===== config.mk =====
export PLATFORM = sky130hd
export DESIGN_NAME = drive_slew_follower_with_homing
export DESIGN_NICKNAME = d
export VERILOG_FILES = /design/src/rtl/core/dsf_pkg.sv /design/src/rtl/core/dsf_rudder.sv /design/src/rtl/core/drive_slew_follower_with_homing.sv
export VERILOG_INCLUDE_DIRS = /design/src /design/src/rtl/core
export SDC_FILE = /design/constraint.sdc
export NUM_CORES = 1
export LEC_CHECK = 0
export BUFFER_PORTS_ARGS = -buffer_cell sky130_fd_sc_hd__buf_4
export CAP_MARGIN = 20
export CELL_PAD_IN_SITES_DETAIL_PLACEMENT = 0
export CELL_PAD_IN_SITES_GLOBAL_PLACEMENT = 1
export CORE_AREA = 2 2 214 216
export CTS_CLUSTER_SIZE = 30
export DETAILED_ROUTE_END_ITERATION = 16
export DIE_AREA = 0 0 216 218
export PLACE_DENSITY = 0.66
export SYNTH_ARGS = -nofsm -noshare
export SYNTH_HDL_FRONTEND = slang
export SYNTH_HIERARCHICAL = 1
export SYNTH_SLANG_ARGS = --single-unit
export TNS_END_PERCENT = 10

===== constraint.sdc =====
create_clock -name clk -period 9.1 [get_ports clk]
set_input_delay 1.82 -clock clk [delete_from_list [all_inputs] [get_ports clk]]
set_output_delay 1.82 -clock clk [all_outputs]
set_load 0.05 [all_outputs]

===== src/rtl/core/drive_slew_follower_with_homing_defines.svh =====
// assertion macros shared by the slew follower rtl
// no dependencies; every macro samples on clk and is disabled while arst_n is low
`ifndef DRIVE_SLEW_FOLLOWER_WITH_HOMING_DEFINES_SVH
`define DRIVE_SLEW_FOLLOWER_WITH_HOMING_DEFINES_SVH

// same-cycle implication
`define DSF_ASSERT_NOW(label, ante, cons, msg) \
	label: assert property (@(posedge clk) disable iff (!arst_n) (ante) |-> (cons)) \
		else $error(msg);

// next-cycle implication
`define DSF_ASSERT_NEXT(label, ante, cons, msg) \
	label: assert property (@(posedge clk) disable iff (!arst_n) (ante) |=> (cons)) \
		else $error(msg);

`endif


===== src/rtl/core/dsf_pkg.sv =====
// types, register codes and the clamp helper for the slew follower
// no dependencies; used by dsf_rudder and drive_slew_follower_with_homing
package dsf_pkg;

	localparam int unsigned ANGLE_W = 16;
	localparam int unsigned LIMIT_W = 15;
	localparam int unsigned DELTA_W = ANGLE_W + 1;

	localparam logic [LIMIT_W-1:0] CFG_RESET_VALUE = 15'd91;

	typedef logic [LIMIT_W-1:0] limit_t;

	typedef enum logic [1:0] {
		CFG_SAIL_STEP_LIMIT   = 2'd0,
		CFG_RUDDER_STEP_LIMIT = 2'd1,
		CFG_HOMING_STEP       = 2'd2
	} cfg_index_t;

	typedef struct packed {
		logic signed [15:0] sail_target;
		logic               sail_target_ok;
		logic signed [15:0] left_target;
		logic               left_target_ok;
		logic signed [15:0] right_target;
		logic               right_target_ok;
	} dsf_in_t;

	typedef struct packed {
		logic signed [15:0] sail_position;
		logic signed [15:0] left_position;
		logic signed [15:0] right_position;
		logic               left_is_homed;
		logic               right_is_homed;
	} dsf_out_t;

	// next state of one rudder, handed to the top level
	typedef struct packed {
		logic signed [15:0] angle;
		logic               homed;
	} dsf_rudder_t;

	// symmetric clamp of a 17-bit delta to +-lim
	function automatic logic signed [DELTA_W-1:0] dsf_clamp(
		input logic signed [DELTA_W-1:0] d,
		input logic [LIMIT_W-1:0]        lim
	);
		logic signed [DELTA_W-1:0] hi;
		logic signed [DELTA_W-1:0] lo;
		logic signed [DELTA_W-1:0] r;
		hi = $signed({2'b00, lim});
		lo = -hi;
		if (d > hi) begin
			r = hi;
		end else if (d < lo) begin
			r = lo;
		end else begin
			r = d;
		end
		return r;
	endfunction

endpackage


===== src/rtl/core/dsf_rudder.sv =====
// one rudder drive: homing sweep, then rate-limited follow of the target
// depends on dsf_pkg and drive_slew_follower_with_homing_defines.svh
`include "drive_slew_follower_with_homing_defines.svh"

module dsf_rudder #(
	parameter logic signed [15:0] HOME_ANGLE = 16'sd16384,
	parameter bit                 HOME_UP    = 1'b1
) (
	input  logic                 clk,
	input  logic                 arst_n,
	input  logic                 advance,
	input  logic signed [15:0]   target,
	input  dsf_pkg::limit_t      step_limit,
	input  dsf_pkg::limit_t      homing_step,
	output dsf_pkg::dsf_rudder_t next_state
);
	import dsf_pkg::*;

	logic signed [15:0]        angle_q;
	logic                      homed_q;
	logic signed [15:0]        home_move;
	logic                      home_done;
	logic signed [DELTA_W-1:0] delta;
	logic signed [DELTA_W-1:0] delta_clamped;
	logic signed [15:0]        follow_move;

	always_comb begin
		if (HOME_UP) begin
			home_move = angle_q + $signed({1'b0, homing_step});
			home_done = home_move > HOME_ANGLE;
		end else begin
			home_move = angle_q - $signed({1'b0, homing_step});
			home_done = home_move < HOME_ANGLE;
		end
		// unwrapped difference, one bit wider than the angles
		delta         = {target[15], target} - {angle_q[15], angle_q};
		delta_clamped = dsf_clamp(delta, step_limit);
		follow_move   = angle_q + delta_clamped[15:0];

		if (homed_q) begin
			next_state.angle = follow_move;
			next_state.homed = 1'b1;
		end else begin
			next_state.angle = home_move;
			next_state.homed = home_done;
		end
	end

	always_ff @(posedge clk or negedge arst_n) begin
		if (!arst_n) begin
			angle_q <= '0;
			homed_q <= 1'b0;
		end else if (advance) begin
			angle_q <= next_state.angle;
			homed_q <= next_state.homed;
		end
	end

	`DSF_ASSERT_NEXT(a_homed_sticky, homed_q, homed_q, "homed flag dropped")
	`DSF_ASSERT_NEXT(a_angle_holds, !advance, $stable(angle_q), "rudder moved without a tick")
	`DSF_ASSERT_NOW(a_home_on_tick, $rose(homed_q), $past(advance), "homed without a tick")

endmodule


===== src/rtl/core/drive_slew_follower_with_homing.sv =====
// top level of the sail and rudder slew follower with rudder homing
// depends on dsf_pkg, dsf_rudder and drive_slew_follower_with_homing_defines.svh
`include "drive_slew_follower_with_homing_defines.svh"

// Slew follower for three drives. Each request is one control tick with a
// target for the sail and for each rudder; a target whose ok bit is low counts
// as zero. Angles are 16-bit binary angles (65536 to a full turn). The sail
// steps toward its target the short way round, by at most sail_step_limit.
// Each rudder first homes at homing_step per tick (left upward past
// LEFT_HOME_ANGLE, right downward below RIGHT_HOME_ANGLE), then follows its
// target along the plain difference by at most rudder_step_limit. One request
// is taken every cycle while item_ready is high, and its result is registered.
// Every request reads and writes the angle registers. A result register with a
// one-entry skid behind it lets the block take one more request while a result
// is stalled; item_ready drops only when both hold a result. Configuration
// writes take effect at once and are meant to happen only while the block is
// idle.
module drive_slew_follower_with_homing #(
	parameter logic signed [15:0] LEFT_HOME_ANGLE  = 16'sd16384,
	parameter logic signed [15:0] RIGHT_HOME_ANGLE = -16'sd18204
) (
	input  logic              clk,
	input  logic              arst_n,
	// request channel
	input  logic              item_valid,
	output logic              item_ready,
	input  dsf_pkg::dsf_in_t  item,
	// result channel
	output logic              result_valid,
	input  logic              result_ready,
	output dsf_pkg::dsf_out_t result,
	// configuration writes
	input  logic              cfg_we,
	input  logic [1:0]        cfg_index,
	input  logic [14:0]       cfg_wdata
);
	import dsf_pkg::*;

	// configuration registers
	limit_t sail_limit_q;
	limit_t rudder_limit_q;
	limit_t homing_step_q;

	// sail state
	logic signed [15:0]        sail_q;
	logic signed [15:0]        sail_target;
	logic signed [15:0]        sail_delta;
	logic signed [DELTA_W-1:0] sail_delta_clamped;
	logic signed [15:0]        sail_next;

	// rudder targets after the ok-bit check
	logic signed [15:0] left_target;
	logic signed [15:0] right_target;

	dsf_rudder_t left_next;
	dsf_rudder_t right_next;
	dsf_out_t    step_result;

	// result register and skid entry
	dsf_out_t result_q;
	logic     result_valid_q;
	dsf_out_t skid_q;
	logic     skid_valid_q;

	logic accept;
	logic pop;

	assign item_ready   = !skid_valid_q;
	assign accept       = item_valid && item_ready;
	assign pop          = result_valid_q && result_ready;
	assign result_valid = result_valid_q;
	assign result       = result_q;

	// config write port, unknown indexes are dropped
	always_ff @(posedge clk or negedge arst_n) begin
		if (!arst_n) begin
			sail_limit_q   <= CFG_RESET_VALUE;
			rudder_limit_q <= CFG_RESET_VALUE;
			homing_step_q  <= CFG_RESET_VALUE;
		end else if (cfg_we) begin
			case (cfg_index_t'(cfg_index))
				CFG_SAIL_STEP_LIMIT:   sail_limit_q   <= cfg_wdata;
				CFG_RUDDER_STEP_LIMIT: rudder_limit_q <= cfg_wdata;
				CFG_HOMING_STEP:       homing_step_q  <= cfg_wdata;
				default: ;
			endcase
		end
	end

	// invalid targets stand for zero
	assign sail_target  = item.sail_target_ok  ? item.sail_target  : '0;
	assign left_target  = item.left_target_ok  ? item.left_target  : '0;
	assign right_target = item.right_target_ok ? item.right_target : '0;

	// sail: wrapped difference gives the short way round, then clamp
	always_comb begin
		sail_delta         = sail_target - sail_q;
		sail_delta_clamped = dsf_clamp({sail_delta[15], sail_delta}, sail_limit_q);
		sail_next          = sail_q + sail_delta_clamped[15:0];
	end

	always_ff @(posedge clk or negedge arst_n) begin
		if (!arst_n) begin
			sail_q <= '0;
		end else if (accept) begin
			sail_q <= sail_next;
		end
	end

	// left rudder homes upward, right rudder downward
	dsf_rudder #(
		.HOME_ANGLE (LEFT_HOME_ANGLE),
		.HOME_UP    (1'b1)
	) u_left (
		.clk         (clk),
		.arst_n      (arst_n),
		.advance     (accept),
		.target      (left_target),
		.step_limit  (rudder_limit_q),
		.homing_step (homing_step_q),
		.next_state  (left_next)
	);

	dsf_rudder #(
		.HOME_ANGLE (RIGHT_HOME_ANGLE),
		.HOME_UP    (1'b0)
	) u_right (
		.clk         (clk),
		.arst_n      (arst_n),
		.advance     (accept),
		.target      (right_target),
		.step_limit  (rudder_limit_q),
		.homing_step (homing_step_q),
		.next_state  (right_next)
	);

	always_comb begin
		step_result.sail_position  = sail_next;
		step_result.left_position  = left_next.angle;
		step_result.right_position = right_next.angle;
		step_result.left_is_homed  = left_next.homed;
		step_result.right_is_homed = right_next.homed;
	end

	// result register with skid: the skid fills only when the result
	// register is stalled, and drains into it on the next pop
	always_ff @(posedge clk or negedge arst_n) begin
		if (!arst_n) begin
			result_valid_q <= 1'b0;
			skid_valid_q   <= 1'b0;
		end else if (skid_valid_q) begin
			if (pop) begin
				skid_valid_q <= 1'b0;
			end
		end else if (accept) begin
			if (!result_valid_q || pop) begin
				result_valid_q <= 1'b1;
			end else begin
				skid_valid_q <= 1'b1;
			end
		end else if (pop) begin
			result_valid_q <= 1'b0;
		end
	end

	// payload side, no reset needed
	always_ff @(posedge clk) begin
		if (skid_valid_q) begin
			if (pop) begin
				result_q <= skid_q;
			end
		end else if (accept) begin
			if (!result_valid_q || pop) begin
				result_q <= step_result;
			end else begin
				skid_q <= step_result;
			end
		end
	end

	`DSF_ASSERT_NOW(a_skid_behind_result, skid_valid_q, result_valid_q, "skid holds data ahead of result")
	`DSF_ASSERT_NEXT(a_accept_shows, accept && !result_valid_q, result_valid_q, "accepted request gave no result")
	`DSF_ASSERT_NEXT(a_skid_drains, skid_valid_q && pop, !skid_valid_q && result_valid_q, "skid did not drain")
	`DSF_ASSERT_NEXT(a_sail_holds, !accept, $stable(sail_q), "sail moved without a request")

endmodule


==> results.yml, run 1 <==
run_status:
  outcome: "finished clean"
timing:
  setup_viol: 0
  period_needed_ns: 8.65
  fin_skew_ns: 0.0185
  hold_viol_final: 0
  tightest_slew_ns: 1.03
  fin_crit_sh_pct: 95.1
  rsz0062_at_grt: "true"
  slew_headroom_pct: 30.9
  finalMaxSlewViolations: 0
  clock.fmax_mhz: 116
  whs_ns: 0.517
synthesis:
  synthArstFlopShare_pct: 49.2
  synth_edf_count: 100
  synth-warning-count: 6
  ys_ff_latch: 197
  yosysSeqAreaShare_pct: 30.6
  syn_inst: 1934
  synth_flop_cell: "edfxtp_1"
  avgSynthCellArea_um2: 9.20
  synth_area_um2: 17800
  synth_nets: 2237
  synth_cell_types: 101
drt:
  drtIter0Drc: 884
  drt_first_pass_iters: 5
  detail_route.wl_per_cell_um: 19.4
  drc: 0
  ant_nets: 0
  num_vias: 14472
  vias_per_cell: 5.43
  wl_um: 51800
cts:
  clkTransAtPathRegs_ns: 0.07
  cts-root-buf: "clkbuf_16"
  numClockSinks: 197
  numCtsBuffers: 17
  cts_max_level: 4
  cts_tree: "yes"
  ctsLongestPathBuffers: 2
  worstSkewPairLatency_ns: 0.47
critical_path:
  end_kind: "flop"
  rr_startpoint: "sail_q[0]"
  crit_slowest_cell: "or4_1"
  slowest_delay_ns: 0.43
  cp-startpoint: "item[34]"
  start_kind: "input port"
  critical_path_class: "input port to flop"
  crit_top_cell: "a21oi_1"
  critPathMaxFanout: 16
  r2r_slack_ns: 1.60
  rr_worst_depth: 31
  cp-endpoint: "result[48]"
  cp_data_arrival_time_ns: 8.82
  crit_required_ns: 9.27
  reg2reg_to: "result[48]"
cells_and_area:
  seq_area_um2: 5450
  layout_commonest_cell: "ha_1"
  synthToLayoutAreaGrowth_pct: 12.9
  layout_common_cells: "222 x ha_1, 171 x nand2_1, 163 x inv_1"
  multiInputGateArea_um2: 11500
  nNetsFinal: 2356
  drive_gt1_share_pct: 16.4
  fillers: 4416
grt:
  grt_max_degree: 65
  antenna_found_initial: 3
  grt_first_pass_wirelength_um: 80000
  grt_pass1_vias: 14249
  grt_use_total_pct: 22.0
  overflow: 0
worst_hold_path:
  hold_path_depth: 2
  min_from: "sail_q[11]"
  hold_class: "flop to flop"
floorplanning:
  initial_core_util_pct: 39.7
  dieHeight_um: 218
  fp.dieW_um: 216
  rows: 78
  io_pins: 125
  design.core.area_um2: 44900
  dieArea_um2: 47100
flow_run:
  maxCapViolations: 0
place:
  dpl.hpwl_um: 41600
  port_buffers: 124
  finalWeightedCongestion: 0.875
-- routing by layer --
metal	global-route usage [%]	part of all wire (%)	up-vias
li1	-	-	7224
met1	28.9	47	6913
met2	37.5	47	272
met3	3.17	3.4	61
met4	6.51	2.3	2
met5	0	0.031	-
-- final cells by class --
type | count | area share [%]
Multi-Input combinational cell | 1518 | 57.1
Sequential cell | 197 | 27.1
Timing Repair Buffer | 154 | 5.95
Tap cell | 600 | 3.73
Inverter | 165 | 3.08
Clock buffer | 18 | 2.13
Clock inverter | 14 | 0.884
Antenna cell | 1 | 0.0124
-- synthesized netlist by cell type, types with 7 or more instances --
cell | number | area [um2]
fa_1 | 8 | 160
nand4_1 | 23 | 144
o211ai_1 | 15 | 113
a21oi_1 | 119 | 596
nor3_1 | 25 | 125
nor2_1 | 96 | 360
and3_1 | 15 | 93.8
xor2_1 | 43 | 377
o22ai_1 | 7 | 43.8
nand2b_1 | 13 | 81.3
buf_6 | 8 | 90.1
mux2i_1 | 39 | 390
clkbuf_1 | 34 | 128
a22oi_1 | 14 | 105
o31ai_1 | 9 | 67.6
o21ai_1 | 16 | 80.1
inv_1 | 164 | 616
xnor2_1 | 92 | 806
o31a_1 | 8 | 70.1
and2_1 | 52 | 325
o21bai_1 | 11 | 82.6
dfstp_2 | 15 | 394
a31oi_1 | 25 | 156
edfxtp_1 | 100 | 3000
nor2b_1 | 27 | 169
nand2_1 | 171 | 642
ha_1 | 222 | 2780
a211oi_1 | 11 | 82.6
nand3_1 | 29 | 145
mux2_2 | 86 | 968
o21ai_0 | 138 | 691
o21a_1 | 23 | 173
dfrtp_1 | 82 | 2050
or3_1 | 8 | 50.1
a21o_1 | 52 | 390
-- worst max-delay path, delay by kind of cell --
family,cells,cell delay (ns)
buffers and inverters,3,0.39
adder cells (fa/ha/maj),6,1.92
XOR/XNOR,2,0.37
multiplexers,1,0.38
AND/OR/NAND/NOR,4,0.65
AO/OA/AOI/OAI,17,3.31
-- sequential cells by signal, indices dropped and copies added, names as in the netlist --
signal / flops
sail_limit_q: 15
u_left/angle_q: 16
u_right/angle_q: 16
result_valid: 1
rudder_limit_q: 15
u_left/homed_q: 1
homing_step_q: 15
result: 50
skid_valid_q: 1
sail_q: 16
u_right/homed_q: 1
skid_q: 50
-- stage by stage --
stage	setup TNS, ns	setup slack (ns)	instance area [um2]	utilization (%)	instances
global placement	0	0.0512	19400	43.2	2632
detailed placement	-0.00795	-0.00795	19400	43.2	2632
CTS	0	0.456	20000	44.6	2664
finish	0	0.450	20100	44.8	2667
global route	-0.0897	-0.0586	20100	44.8	2666
floorplan	0	0.735	17800	-	1934
-- worst min-delay path by stage --
| stage | end | slack (ns) |
|---|---|---|
| 2_1_floorplan | sail_q[3] | 0.47 |
| 3_3_place_gp | sail_q[7] | 0.50 |
| 3_5_place_dp | sail_q[11] | 0.51 |
| 4_1_cts | sail_q[7] | 0.53 |
| 5_1_grt | skid_valid_q | 0.56 |
| 6_report | sail_q[11] | 0.52 |
-- kinds of logic after synthesis --
kind of cell	synth area share, %
simple gates	14.4
fa+ha+maj	16.7
buf+inv	5.14
xor+xnor	6.64
flops	30.6
mux	7.70
compound gates	18.8
-- timing repair --
action | CTS | global route
setup buffers | 0 | 0
gates resized for setup | 0 | 8
hold buffers | 0 | 0
setup endpoints to repair | 0 | 8
Power of run 1 is left out: the tool's default activity adds up to more than one toggle a clock period on the data nets, which glitch-free logic cannot reach.
==> run 2: changes to the inputs <==
clock period = 11.07 ns   (was 9.1 ns; I/O delays follow)
==> run 2 against run 1 <==
  * Die area unchanged
  * Clock-buffer cell count unchanged
  * Non-clock buffer count down 16
  * Global-route usage is 0.17 points lower
  * Worst setup slack gained 1.2 ns
==> results.yml, run 2 (same netlist as run 1, synthesis figures left out) <==
place:
  port_buffers: 124
  placed_cell_area_um2: 19300
  placed_cells: 2618
  dpl.hpwl_um: 41000
  pre_cts_ws_ns: 1.37
  finalWeightedCongestion: 0.865
critical_path:
  r2r_slack_ns: 3.23
  crit_family: "compound AO/OA/AOI/OAI gates"
  crit_required_ns: 11.26
  critPathMaxFanout: 16
  critPathBufInv: 2
  end_kind: "flop"
  critical_path_class: "input port to flop"
  crit_slowest_cell: "o31ai_1"
  crit_cells: 32
  reg2reg_to: "result[48]"
  rr_worst_depth: 30
  rr_startpoint: "sail_q[0]"
  crit_top_cell: "a21oi_1"
  cp_data_arrival_time_ns: 9.57
  slowest_delay_ns: 0.54
  start_kind: "input port"
worst_hold_path:
  holdPathEnd: "sail_q[7]"
  hold_class: "flop to flop"
  hold_path_depth: 2
  min_from: "sail_q[7]"
cells_and_area:
  layout_commonest_cell: "ha_1"
  fin_area_um2: 19900
  nNetsFinal: 2340
  drive_gt1_share_pct: 15.6
  diodes: 0
  layout_common_cells: "222 x ha_1, 171 x nand2_1, 163 x inv_1"
  synthToLayoutAreaGrowth_pct: 11.8
  final_cells: 2650
timing:
  tightest_slew_ns: 1.02
  hold_viol_final: 0
  period_needed_ns: 9.38
  setup_viol: 0
  clock.fmax_mhz: 107
  fin_skew_ns: 0.0234
  finalMaxSlewViolations: 0
  setup_slack_ns: 1.69
  setup_tns_ns: 0
  rsz0062_at_grt: "false"
  fin_crit_sh_pct: 84.7
  slew_headroom_pct: 31.5
floorplanning:
  rows: 78
  io_pins: 125
  initial_core_util_pct: 39.7
  design.core.area_um2: 44900
  fp.dieW_um: 216
  dieArea_um2: 47100
  dieHeight_um: 218
grt:
  grt_max_degree: 65
  overflow: 0
  grt_use_total_pct: 21.8
  grt_first_pass_wirelength_um: 79600
  antenna_found_initial: 1
  grt_pass1_vias: 14012
cts:
  cts_max_level: 4
  numCtsBuffers: 17
  ctsLongestPathBuffers: 2
  cts_post_setup_buffers_inserted: 0
  worstSkewPairLatency_ns: 0.47
  cts-root-buf: "clkbuf_16"
  numClockSinks: 197
  ctsResizeCount: 0
  clkTransAtPathRegs_ns: 0.08
  cts_tree: "yes"
  cts_hold_buf: 0
drt:
  wl_um: 51200
  ant_nets: 0
  drc: 0
  drtIter0Drc: 936
  num_vias: 14360
  drt_first_pass_iters: 5
  vias_per_cell: 5.42
  detail_route.wl_per_cell_um: 19.3
flow_run:
  maxCapViolations: 0
run_status:
  outcome: "finished clean"
-- run 2: changes by cell type in the layout (fill, tap and decap cells not counted), sizes merged --
cell	previous run	this run
clkinv	6	5
bufinv	3	1
clkinvlp	3	1
buf	154	138
diode	1	0
inv	167	172
-- run 2: metrics by stage --
step,hold slack (ns),util (%)
floorplan,0.475,-
global placement,0.503,43.0
detailed placement,0.504,43.0
CTS,0.521,44.3
global route,0.552,44.3
finish,0.517,44.3
-- run 2: worst register-to-register path, delay by kind of cell, from the launching register on --
| kind | cells | cell delay, ns |
|---|---|---|
| buf+inv | 1 | 0.06 |
| flops | 1 | 0.43 |
| compound gates | 17 | 3.68 |
| mux | 1 | 0.38 |
| xor+xnor | 2 | 0.37 |
| fa+ha+maj | 6 | 2.01 |
| simple gates | 3 | 0.64 |
-- run 2: per-layer routing --
layer	global-route usage, %	vias up	part of all wire (%)
met5	0	-	0.031
met4	7.21	2	2.9
met3	3.08	65	3.6
met2	35.8	274	46
met1	29.6	6821	47
li1	-	7198	-
-- run 2: cell type report --
class / instances / area, um2
fill: 4510 / 25000
clock inverter: 14 / 156
inverter: 165 / 619
sequential: 197 / 5450
clock buffer: 18 / 439
timing repair buffer: 138 / 1040
tap: 600 / 751
multi-input combinational: 1518 / 11500
-- run 2: worst max-delay path by stage --
stage               startpoint    endpoint  slack (ns)
floorplan              item[0]  result[16]        2.31
global placement      item[17]  result[33]        1.44
detailed placement    item[17]  result[33]        1.37
CTS                   item[34]  result[48]        1.84
global route          item[34]  result[48]        1.17
finish                item[34]  result[48]        1.69
Power of run 2 is left out for the same reason.
